[config.mk]
export PLATFORM = sky130hd
export DESIGN_NAME = i2c_eeprom_target_flat
export DESIGN_NICKNAME = d
export VERILOG_FILES = /design/src/hw/rtl/i2ce_pkg.sv /design/src/hw/rtl/i2ce_req_if.sv /design/src/hw/rtl/i2ce_rsp_if.sv /design/src/hw/rtl/i2c_eeprom_target.sv /design/src/hw/rtl/i2ce_mem.sv /design/src/flat_wrapper.sv
export VERILOG_INCLUDE_DIRS = /design/src /design/src/hw/rtl
export SDC_FILE = /design/constraint.sdc
export NUM_CORES = 2
export LEC_CHECK = 0
export BUFFER_PORTS_ARGS = -buffer_cell sky130_fd_sc_hd__buf_2
export CAP_MARGIN = 20
export CORE_ASPECT_RATIO = 1.2
export CORE_MARGIN = 10
export CORE_UTILIZATION = 45
export DETAILED_ROUTE_END_ITERATION = 12
export PLACE_DENSITY = 0.65
export SLEW_MARGIN = 10
export SYNTH_ARGS = -nofsm -noshare
export SYNTH_HDL_FRONTEND = slang
export SYNTH_SLANG_ARGS = --single-unit
[constraint.sdc]
create_clock -name clk -period 27.9 [get_ports clk]
set_input_delay 4.185 -clock clk [delete_from_list [all_inputs] [get_ports clk]]
set_output_delay 4.185 -clock clk [all_outputs]
set_load 0.005 [all_outputs]
[src/hw/rtl/i2c_eeprom_target_macros.svh]
// Assertion macros used by the EEPROM target top level.
`ifndef I2C_EEPROM_TARGET_MACROS_SVH
`define I2C_EEPROM_TARGET_MACROS_SVH

// Same-cycle implication, disabled in reset.
`define I2CE_ASSERT_NOW(lbl, ante, cons, msg) \
  lbl: assert property (@(posedge clk) disable iff (rst) (ante) |-> (cons)) else $error(msg);

// Next-cycle implication, disabled in reset.
`define I2CE_ASSERT_NXT(lbl, ante, cons, msg) \
  lbl: assert property (@(posedge clk) disable iff (rst) (ante) |=> (cons)) else $error(msg);

`endif

[src/hw/rtl/i2ce_pkg.sv]
// Types and constants for the I2C EEPROM target.
`timescale 1ns / 1ps

package i2ce_pkg;

  localparam int MEM_BYTES_DEF = 512;
  localparam logic [7:0] CTRL_CODE = 8'hA0;

  typedef enum logic [1:0] {
    OP_STOP  = 2'd0,
    OP_START = 2'd1,
    OP_WRITE = 2'd2,
    OP_READ  = 2'd3
  } op_t;

  typedef enum logic [1:0] {
    RESP_NONE  = 2'd0,
    RESP_ACK   = 2'd1,
    RESP_READ  = 2'd2,
    RESP_RANGE = 2'd3
  } resp_t;

  typedef enum logic [1:0] {
    PH_STOPPED = 2'd0,
    PH_ADDR_HI = 2'd1,
    PH_ADDR_LO = 2'd2,
    PH_DATA    = 2'd3
  } phase_t;

  typedef struct packed {
    logic wr;
    logic rd;
  } mem_ctl_t;

endpackage

[src/hw/rtl/i2ce_req_if.sv]
// Bus event channel: valid/ready with op, device address and written byte.
`timescale 1ns / 1ps

interface i2ce_req_if;
  logic       valid;
  logic       ready;
  logic [1:0] op;
  logic [7:0] dev_addr;
  logic [7:0] wr_byte;

  modport source (output valid, op, dev_addr, wr_byte, input ready);
  modport sink (input valid, op, dev_addr, wr_byte, output ready);
endinterface

[src/hw/rtl/i2ce_rsp_if.sv]
// Response channel: valid/ready with response code and read byte.
`timescale 1ns / 1ps

interface i2ce_rsp_if;
  logic       valid;
  logic       ready;
  logic [1:0] resp;
  logic [7:0] rd_byte;

  modport source (output valid, resp, rd_byte, input ready);
  modport sink (input valid, resp, rd_byte, output ready);
endinterface

[src/hw/rtl/i2c_eeprom_target.sv]
// Top level of the I2C serial EEPROM target, one bus event per transfer.
//
//   channel  dir  fields               notes
//   req      in   op, dev_addr, wr_byte  one bus event per transfer
//   rsp      out  resp, rd_byte          exactly one response per event
//
// One event per cycle while rsp is ready and no fill runs; at accept the
// state, memory and s1 register update, then the output register loads.
// The store read port is the registered RAM port; read data lands
// in the cycle after accept.
// After reset a zero-fill sweep over all MEM_BYTES locations runs with req.ready low.
// A stalled rsp holds one result in the output stage and one in flight.
`timescale 1ns / 1ps

module i2c_eeprom_target
  import i2ce_pkg::*;
#(
  parameter int MEM_BYTES = MEM_BYTES_DEF
) (
  input logic        clk,
  input logic        rst,
  i2ce_req_if.sink   req,
  i2ce_rsp_if.source rsp
);

  `include "i2c_eeprom_target_macros.svh"

  localparam int AW = $clog2(MEM_BYTES);
  localparam logic [16:0] LIMIT = 17'(MEM_BYTES);

  phase_t      phase, phase_next;
  logic [15:0] base, base_next;
  logic [15:0] offset, offset_next;

  logic        s1_valid;
  resp_t       s1_resp;
  logic        s1_adv;
  logic        out_valid;
  resp_t       out_resp;
  logic [7:0]  out_rd;

  logic        acc;
  op_t         op;
  logic [16:0] loc;
  logic        in_range;
  resp_t       resp_d;
  mem_ctl_t    mctl;
  logic [7:0]  rdata;
  logic        clearing;

  assign op       = op_t'(req.op);
  assign loc      = {1'b0, base} + {1'b0, offset};
  assign in_range = loc < LIMIT;
  assign s1_adv   = !out_valid || rsp.ready;
  assign req.ready = !clearing && (!s1_valid || s1_adv);
  assign acc      = req.valid && req.ready;

  // next state
  always_comb begin
    phase_next  = phase;
    base_next   = base;
    offset_next = offset;
    if (acc) begin
      case (op)
        OP_STOP: begin
          phase_next  = PH_STOPPED;
          base_next   = '0;
          offset_next = '0;
        end
        OP_START: begin
          if ((req.dev_addr & CTRL_CODE) != 8'h00) begin
            phase_next = req.dev_addr[0] ? PH_DATA : PH_ADDR_HI;
          end
        end
        OP_WRITE: begin
          case (phase)
            PH_ADDR_HI: begin
              base_next  = {req.wr_byte, 8'h00};
              phase_next = PH_ADDR_LO;
            end
            PH_ADDR_LO: begin
              base_next  = base | {8'h00, req.wr_byte};
              phase_next = PH_DATA;
            end
            PH_DATA: begin
              if (in_range) begin
                offset_next = offset + 16'd1;
              end
            end
            default: ;
          endcase
        end
        OP_READ: begin
          if (in_range) begin
            offset_next = offset + 16'd1;
          end
        end
        default: ;
      endcase
    end
  end

  // response code and store access
  always_comb begin
    resp_d  = RESP_NONE;
    mctl.wr = 1'b0;
    mctl.rd = 1'b0;
    case (op)
      OP_STOP: resp_d = RESP_NONE;
      OP_START: begin
        if ((req.dev_addr & CTRL_CODE) != 8'h00) begin
          resp_d = RESP_ACK;
        end
      end
      OP_WRITE: begin
        resp_d = RESP_ACK;
        if (phase == PH_DATA) begin
          if (in_range) begin
            mctl.wr = acc;
          end else begin
            resp_d = RESP_RANGE;
          end
        end
      end
      OP_READ: begin
        if (in_range) begin
          resp_d  = RESP_READ;
          mctl.rd = acc;
        end else begin
          resp_d = RESP_RANGE;
        end
      end
      default: resp_d = RESP_NONE;
    endcase
  end

  i2ce_mem #(
    .MEM_BYTES(MEM_BYTES)
  ) u_mem (
    .clk     (clk),
    .rst     (rst),
    .ctl     (mctl),
    .addr    (loc[AW-1:0]),
    .wdata   (req.wr_byte),
    .rdata   (rdata),
    .clearing(clearing)
  );

  always_ff @(posedge clk) begin
    if (rst) begin
      phase     <= PH_STOPPED;
      base      <= '0;
      offset    <= '0;
      s1_valid  <= 1'b0;
      out_valid <= 1'b0;
    end else begin
      phase  <= phase_next;
      base   <= base_next;
      offset <= offset_next;
      if (acc) begin
        s1_valid <= 1'b1;
      end else if (s1_adv) begin
        s1_valid <= 1'b0;
      end
      if (s1_adv) begin
        out_valid <= s1_valid;
      end
    end
  end

  always_ff @(posedge clk) begin
    if (acc) begin
      s1_resp <= resp_d;
    end
    if (s1_adv && s1_valid) begin
      out_resp <= s1_resp;
      out_rd   <= (s1_resp == RESP_READ) ? rdata : 8'h00;
    end
  end

  assign rsp.valid   = out_valid;
  assign rsp.resp    = out_resp;
  assign rsp.rd_byte = out_rd;

  `I2CE_ASSERT_NOW(a_no_accept_clearing, clearing, !req.ready, "event accepted during fill")
  `I2CE_ASSERT_NXT(a_s1_held, s1_valid && !s1_adv, s1_valid, "in-flight result dropped")
  `I2CE_ASSERT_NXT(a_stop_clears, acc && op == OP_STOP, phase == PH_STOPPED && base == 16'h0000 && offset == 16'h0000, "stop did not clear state")
  `I2CE_ASSERT_NOW(a_rd_zero, out_valid && out_resp != RESP_READ, out_rd == 8'h00, "nonzero byte without read")
  `I2CE_ASSERT_NOW(a_one_access, 1'b1, !(mctl.wr && mctl.rd), "write and read in one cycle")

endmodule

[src/hw/rtl/i2ce_mem.sv]
// Byte store with registered read and a zero-fill sweep after reset.
`timescale 1ns / 1ps

module i2ce_mem
  import i2ce_pkg::*;
#(
  parameter int MEM_BYTES = MEM_BYTES_DEF
) (
  input  logic                         clk,
  input  logic                         rst,
  input  mem_ctl_t                     ctl,
  input  logic [$clog2(MEM_BYTES)-1:0] addr,
  input  logic [7:0]                   wdata,
  output logic [7:0]                   rdata,
  output logic                         clearing
);

  localparam int AW = $clog2(MEM_BYTES);
  localparam logic [AW-1:0] LAST = AW'(MEM_BYTES - 1);

  logic [7:0]    mem [MEM_BYTES];
  logic [AW-1:0] clr_cnt;

  always_ff @(posedge clk) begin
    if (rst) begin
      clearing <= 1'b1;
      clr_cnt  <= '0;
    end else if (clearing) begin
      clr_cnt <= clr_cnt + AW'(1);
      if (clr_cnt == LAST) begin
        clearing <= 1'b0;
      end
    end
  end

  always_ff @(posedge clk) begin
    if (clearing) begin
      mem[clr_cnt] <= 8'h00;
    end else if (ctl.wr) begin
      mem[addr] <= wdata;
    end
  end

  always_ff @(posedge clk) begin
    if (ctl.rd) begin
      rdata <= mem[addr];
    end
  end

endmodule
[src/flat_wrapper.sv]
// flat-port wrapper written by rule: the top's interface ports become plain ports
module i2c_eeprom_target_flat import i2ce_pkg::*;
#(
  parameter int MEM_BYTES = MEM_BYTES_DEF
)
  (clk, rst, req_valid, req_op, req_dev_addr, req_wr_byte, req_ready, rsp_valid, rsp_resp, rsp_rd_byte, rsp_ready);
  i2ce_req_if req_i ();
  i2ce_rsp_if rsp_i ();
  input logic clk;
  input logic rst;
  input wire logic [$bits(req_i.valid)-1:0] req_valid;
  input wire logic [$bits(req_i.op)-1:0] req_op;
  input wire logic [$bits(req_i.dev_addr)-1:0] req_dev_addr;
  input wire logic [$bits(req_i.wr_byte)-1:0] req_wr_byte;
  output wire logic [$bits(req_i.ready)-1:0] req_ready;
  output wire logic [$bits(rsp_i.valid)-1:0] rsp_valid;
  output wire logic [$bits(rsp_i.resp)-1:0] rsp_resp;
  output wire logic [$bits(rsp_i.rd_byte)-1:0] rsp_rd_byte;
  input wire logic [$bits(rsp_i.ready)-1:0] rsp_ready;
  assign req_i.valid = req_valid;
  assign req_i.op = req_op;
  assign req_i.dev_addr = req_dev_addr;
  assign req_i.wr_byte = req_wr_byte;
  assign req_ready = req_i.ready;
  assign rsp_valid = rsp_i.valid;
  assign rsp_resp = rsp_i.resp;
  assign rsp_rd_byte = rsp_i.rd_byte;
  assign rsp_i.ready = rsp_ready;
  i2c_eeprom_target #(.MEM_BYTES(MEM_BYTES)) u_core (.clk(clk), .rst(rst), .req(req_i), .rsp(rsp_i));
endmodule
Yosys cells after proc, flatten, opt, wreduce, memory -nomap -nowiden
Memories as Yosys holds them, arrays and structs flattened. A register that Yosys moved wholly into a read port is not among the register bits.
Index checks and enable logic that the tools add are counted.
Widths: inputs -> output; s select.

word-level totals
  memories kept = 1
  bits in writable memories = 4096
  output and inout bits = 12
  input bits = 22
  logic and storage cells = 75
  bits in registers = 58

memories
  memory            words  width  rd ports  clocked after Yosys merged registers in  write ports  RTL line        text
  u_core.u_mem.mem  512    8      1         1                                        1            i2ce_mem.sv:21  logic [7:0] mem [MEM_BYTES];

operators by class
  reductions and logical operators = 18
  equality and inequality tests = 11
  add/subtract/negate cells = 3
  bitwise logic cells = 1
  magnitude comparators = 1
  mux-type cells = 30

operators by type and width
  cell                   number
  $pmux 16 s2            2
  $pmux 16 s3            1
  $mux 16                2
  $add 16x16->17         1
  $lt 17x10->1 const B   1
  $add 16x1->16 const B  1
  $mux 1                 16
  $or 16x8->16           1
  $eq 2x2->1 const B     5
  $add 9x1->9 const B    1
  $eq 9x9->1 const B     1
  $mux 9                 1
  $mux 2                 4
  $mux 8                 1
  $pmux 2 s4             1
  $reduce_bool 8->1      1
  $reduce_or 8->1        1
  $pmux 2 s3             1
  $reduce_and 3->1       2
  $reduce_bool 3->1      2
  $eq 2x1->1 const B     2
  $ne 2x1->1 const B     2
  $pmux 2 s2             1
  $reduce_and 4->1       1
  other kinds (6)        12

Depth between registers and ports, before layout
  word-level depth = 13
  depth in mapped cells = 14

Cells and area by module
A second synthesis with hierarchy kept.

second synthesis, totals
  cell total of the unflattened synthesis = 8547
  area, all modules = 164460.2 sq um

by module, submodules not included
  module             area an instance (sq um)  instances  cells each  seq. area each (sq um)
  i2ce_mem           161394.8                  1          8187        123438.4
  i2c_eeprom_target  3065.4                    1          360         1081.0

Least setup slack after synthesis
No wires, ideal clock.

  path type = input to register
  start = input port req_op[0]
  end = memory u_core.u_mem.mem[0][0] (data pin)
  arrival time = 11.774 ns
  required time = 26.369 ns
  setup slack = 14.595 ns
  buffers on the path = 2
  stages = 7
  cells stage by stage = inv_1 ha_1 clkbuf_1 nand3_1 nor3_4 buf_6 and2_1

between the ends
  longest elaborated chain between the ends = 7

ends and longest elaborated chain
  what                          RTL line                  text
  from (decl)                   flat_wrapper.sv:12        input wire logic [$bits(req_i.op)-1:0] req_op;
  $eq 2x2->1                    i2c_eeprom_target.sv:108  case (op)
  $mux 1                        i2c_eeprom_target.sv:108
  $mux 1                        i2ce_mem.sv:39            end else if (ctl.wr) begin
  $mux 1                        i2ce_mem.sv:37            if (clearing) begin
  $mux 1 (not written as such)  i2ce_mem.sv:40            mem[addr] <= wdata;
  $reduce_or 8->1 (no line)     -
  $mux 8 (no line)              -
  to (decl)                     i2ce_mem.sv:21

No other way between the ends.

Worst setup path in the final report
  start = input port rsp_ready
  end = output port req_ready

between the ends
  longest elaborated chain between the ends = 3

ends and longest elaborated chain
  what               RTL line                 text
  from (decl)        flat_wrapper.sv:19       input wire logic [$bits(rsp_i.ready)-1:0] rsp_ready;
  $logic_or 1x1->1   i2c_eeprom_target.sv:54  assign s1_adv = !out_valid || rsp.ready;
  $logic_or 1x1->1   i2c_eeprom_target.sv:55  assign req.ready = !clearing && (!s1_valid || s1_adv);
  $logic_and 1x1->1  i2c_eeprom_target.sv:55
  to (decl)          flat_wrapper.sv:15       output wire logic [$bits(req_i.ready)-1:0] req_ready;

No other way between the ends.

==> qor.csv <==
stage;metric;value;unit
detailed_routing;viasPerCell;6.02;
clocking;cts_resized;0;
synthesis;synth_top_family_by_area;multiplexers;
synthesis;ys_seq_area_share;76.4;%
hold_path;worstHoldStart;u_core.s1_resp[1]$_DFFE_PP_;
synthesis;syn_area;163000;sq um
timing;post-route-period-util;32.2;%
floorplan;fp.dieW;569;microns
timing;max-slew-margin-rel;12.4;%
detailed_routing;drt_wl_total;381000;microns
pwr;p_seq_share;56.2;%
synthesis;synth-simple-area-share;2.75;%
synthesis;synth-seq-cells;4162;
detailed_routing;drc;0;
detailed_routing;drtIter0Drc;8335;
clocking;cts.clk_slew.worst_paths;0.06;ns
clocking;cts_setup_buffers;0;
global_routing;grtUsageTotal;19.4;%
detailed_routing;ant_nets;0;
global_routing;grt_max_degree;233;
hold_path;hp-class;flop to flop;
detailed_routing;routedWlPerCell;30.7;microns
setup_path;endpoint_kind;output pin;
cells_and_area;final_layout_size_suffix_gt1_share;27.9;%
cells_and_area;fin_nets;7405;
floorplan;row_count;241;
clocking;cts_buffers;384;
synthesis;yosys_warnings;0;
synthesis;synth_compound_area_share;1.04;%
timing;hold_violations;0;
timing;setup-violations-final;0;
floorplan;io_pins;34;
cells_and_area;fillCellCount;27800;
synthesis;synth_fp_nets;7288;
synthesis;synth_top_flop_cell;edfxtp_1;
clocking;ctsHoldBuffers;0;
timing;worst_clock_skew;0.0665;ns
timing;fmax;111;MHz
pwr;p_clk_share;43.4;%
setup_path;worstSetupStartpointType;input pin;
setup_path;crit_type;input pin to output pin;
setup_path;crit_required;23.72;ns
pwr;vdd_drop_max;58.0;uV
clocking;tritoncts;done;
pwr;p_int;0.00974;W
job;cap_violations;0;
synthesis;synth_mux_area_share;18.2;%
timing;min_period;9.00;ns
placement;port_buffers;28;
clocking;clock_sinks;4162;
synthesis;ys_types;68;
floorplan;die-height;679;microns
detailed_routing;dr.pass1.iters;8;
cells_and_area;layout_common_cells;edfxtp_1, mux4_2, nor2_1;
clocking;cts_max_level;5;
synthesis;syn_area_per_cell;22.5;sq um
hold_path;hold_depth;0;
timing;setup_slack;18.90;ns
setup_path;rrSetupSlack;19.83;ns
setup_path;path_max_fanout;4;
pwr;leakage;56.8;nW
hold_path;worstHoldEndpoint;u_core.rsp.resp[1]$_DFFE_PP_;
clocking;clk_latency;0.94;ns
pwr;cellPowerDensity;66.6;nW/um^2
global_routing;overflow;0;
timing;setup_tns;0;ns
pwr;switching_share;19.2;%
placement;place_congestion;0.846;
outcome;outcome;finished, final reports clean;
setup_path;r2r-end;u_core.u_mem.rdata[0]$_DFFE_PP_;
timing;tightest_slew;1.31;ns
setup_path;arrival;4.81;ns
synthesis;synthAdderAreaFrac;0.197;%
setup_path;rr_worst_depth;14;
clocking;cts.root.buffer_cell;clkbuf_16;
pwr;switchingPower;0.00231;W
global_routing;grt_pass1_vias;76700;
detailed_routing;vias;74700;
floorplan;core_area;360000;sq um
timing;rsz0062_at_grt;false;
placement;place_ws;18.72;ns
floorplan;start_util;45.3;%
floorplan;dieArea;387000;sq um
placement;hpwl;221000;microns
cells_and_area;syn2layout_area_growth;11.1;%
pwr;power_frac_comb;0.5;%
synthesis;synth_edf_count;4116;
setup_path;r2r-start;u_core.offset[0]$_SDFFE_PP0P_;
synthesis;synth_xor_area_share;0.108;%
clocking;clk_path_buf_depth;4;
cells_and_area;mostFrequentLayoutCell;edfxtp_1;
synthesis;postSynth.asyncResetShare;0;%
global_routing;antenna_found_initial;10;
timing;slew_violations;0;
global_routing;grt_pass1_wl;554000;microns
setup_path;critPathLaunch;rsp_ready;
synthesis;syn_inst;7241;
Yosys cell counts (7+ instances only):
master | instances | area share (%)
a211oi_1 | 24 | 0.11
a21o_1 | 7 | 0.032
a21oi_1 | 48 | 0.15
a21oi_4 | 30 | 0.30
a22o_1 | 8 | 0.043
a31oi_1 | 8 | 0.031
and2_1 | 22 | 0.084
and3_1 | 23 | 0.088
buf_1 | 90 | 0.21
buf_2 | 42 | 0.13
buf_6 | 32 | 0.22
clkbuf_1 | 266 | 0.61
dfxtp_1 | 46 | 0.57
edfxtp_1 | 4116 | 76
ha_1 | 24 | 0.18
inv_1 | 15 | 0.035
mux2i_1 | 84 | 0.52
mux4_2 | 1280 | 18
nand2_1 | 169 | 0.39
nand3_1 | 71 | 0.22
nand4_1 | 14 | 0.054
nor2_1 | 549 | 1.3
nor2_2 | 64 | 0.25
nor2b_1 | 8 | 0.031
nor3_1 | 43 | 0.13
nor3b_1 | 7 | 0.032
nor4_1 | 10 | 0.038
o21ai_0 | 13 | 0.040
o22ai_1 | 17 | 0.065
o32ai_1 | 17 | 0.091
or3_1 | 12 | 0.046
xnor2_1 | 14 | 0.075
worst max-delay path, stage by stage:
cell	delay, ns
buf_2	0.09
nor2b_1	0.22
a21oi_1	0.13
buf_2	0.18
worst max path at each step:
| stage | to | cells after the start |
|---|---|---|
| detailed placement | u_core.u_mem.mem[313][1]$_DFFE_PP_ | 9 |
| CTS | req_ready | 4 |
| global placement | req_ready | 4 |
| finish | req_ready | 4 |
| global route | req_ready | 4 |
| floorplan | u_core.u_mem.mem[0][0]$_DFFE_PP_ | 7 |
state kept, by name (all words and copies together) (netlist names), 2 cells and up:
register              flops
u_core.u_mem.mem       4096
u_core.base              16
u_core.offset            16
u_core.u_mem.clr_cnt      9
u_core.rsp.rd_byte        8
u_core.u_mem.rdata        8
u_core.phase              2
u_core.rsp.resp           2
u_core.s1_resp            2
per-stage QoR:
| stage | total power [W] | utilization, % | cell area, sq um | hold WS [ns] | cells |
|---|---|---|---|---|---|
| after floorplan | 0.00692 | - | 163000 | 0.418 | 7241 |
| after global placement | 0.00696 | 46.8 | 168000 | 0.441 | 11700 |
| after detailed placement | 0.00696 | 46.8 | 168000 | 0.431 | 11700 |
| after CTS | 0.0121 | 50.3 | 181000 | 0.459 | 12400 |
| after global routing | 0.0124 | 50.3 | 181000 | 0.475 | 12400 |
| final | 0.0120 | 50.3 | 181000 | 0.461 | 12400 |
layer usage:
metal / GRT usage [%] / wire (microns) / vias up
met5: 0 / 37 / -
met4: 5.24 / 11200 / 6
met3: 3.61 / 28300 / 548
met2: 32.8 / 195000 / 2998
met1: 26.0 / 147000 / 40400
li1: - / - / 30700
cell families after synthesis:
group,Yosys count
buf+inv,448
fa+ha+maj,25
simple gates,1016
mux,1364
xor+xnor,20
flops,4162
compound gates,206
power by group through the flow:
stage	Clock, W	Sequential [W]	Combinational, W
6_report	0.00522	0.00677	0.0000553
5_1_grt	0.00554	0.00676	0.0000558
4_1_cts	0.00530	0.00677	0.0000557
3_5_place_dp	0	0.00690	0.0000556
3_3_place_gp	0	0.00690	0.0000552
2_1_floorplan	0	0.00690	0.0000192
layout make-up:
class                           count  area (sq um)  share of cell area, %
Sequential cell                  4162        125000                   68.8
Multi-Input combinational cell   2631         36600                   20.3
Clock buffer                      475         10200                   5.63
Tap cell                         4738          5930                   3.28
Clock inverter                    218          2170                   1.20
Timing Repair Buffer              164          1430                  0.790
Inverter                           15          56.3                 0.0311
Antenna cell                        3          7.51                0.00415
(Power assumes the default switching activity.)
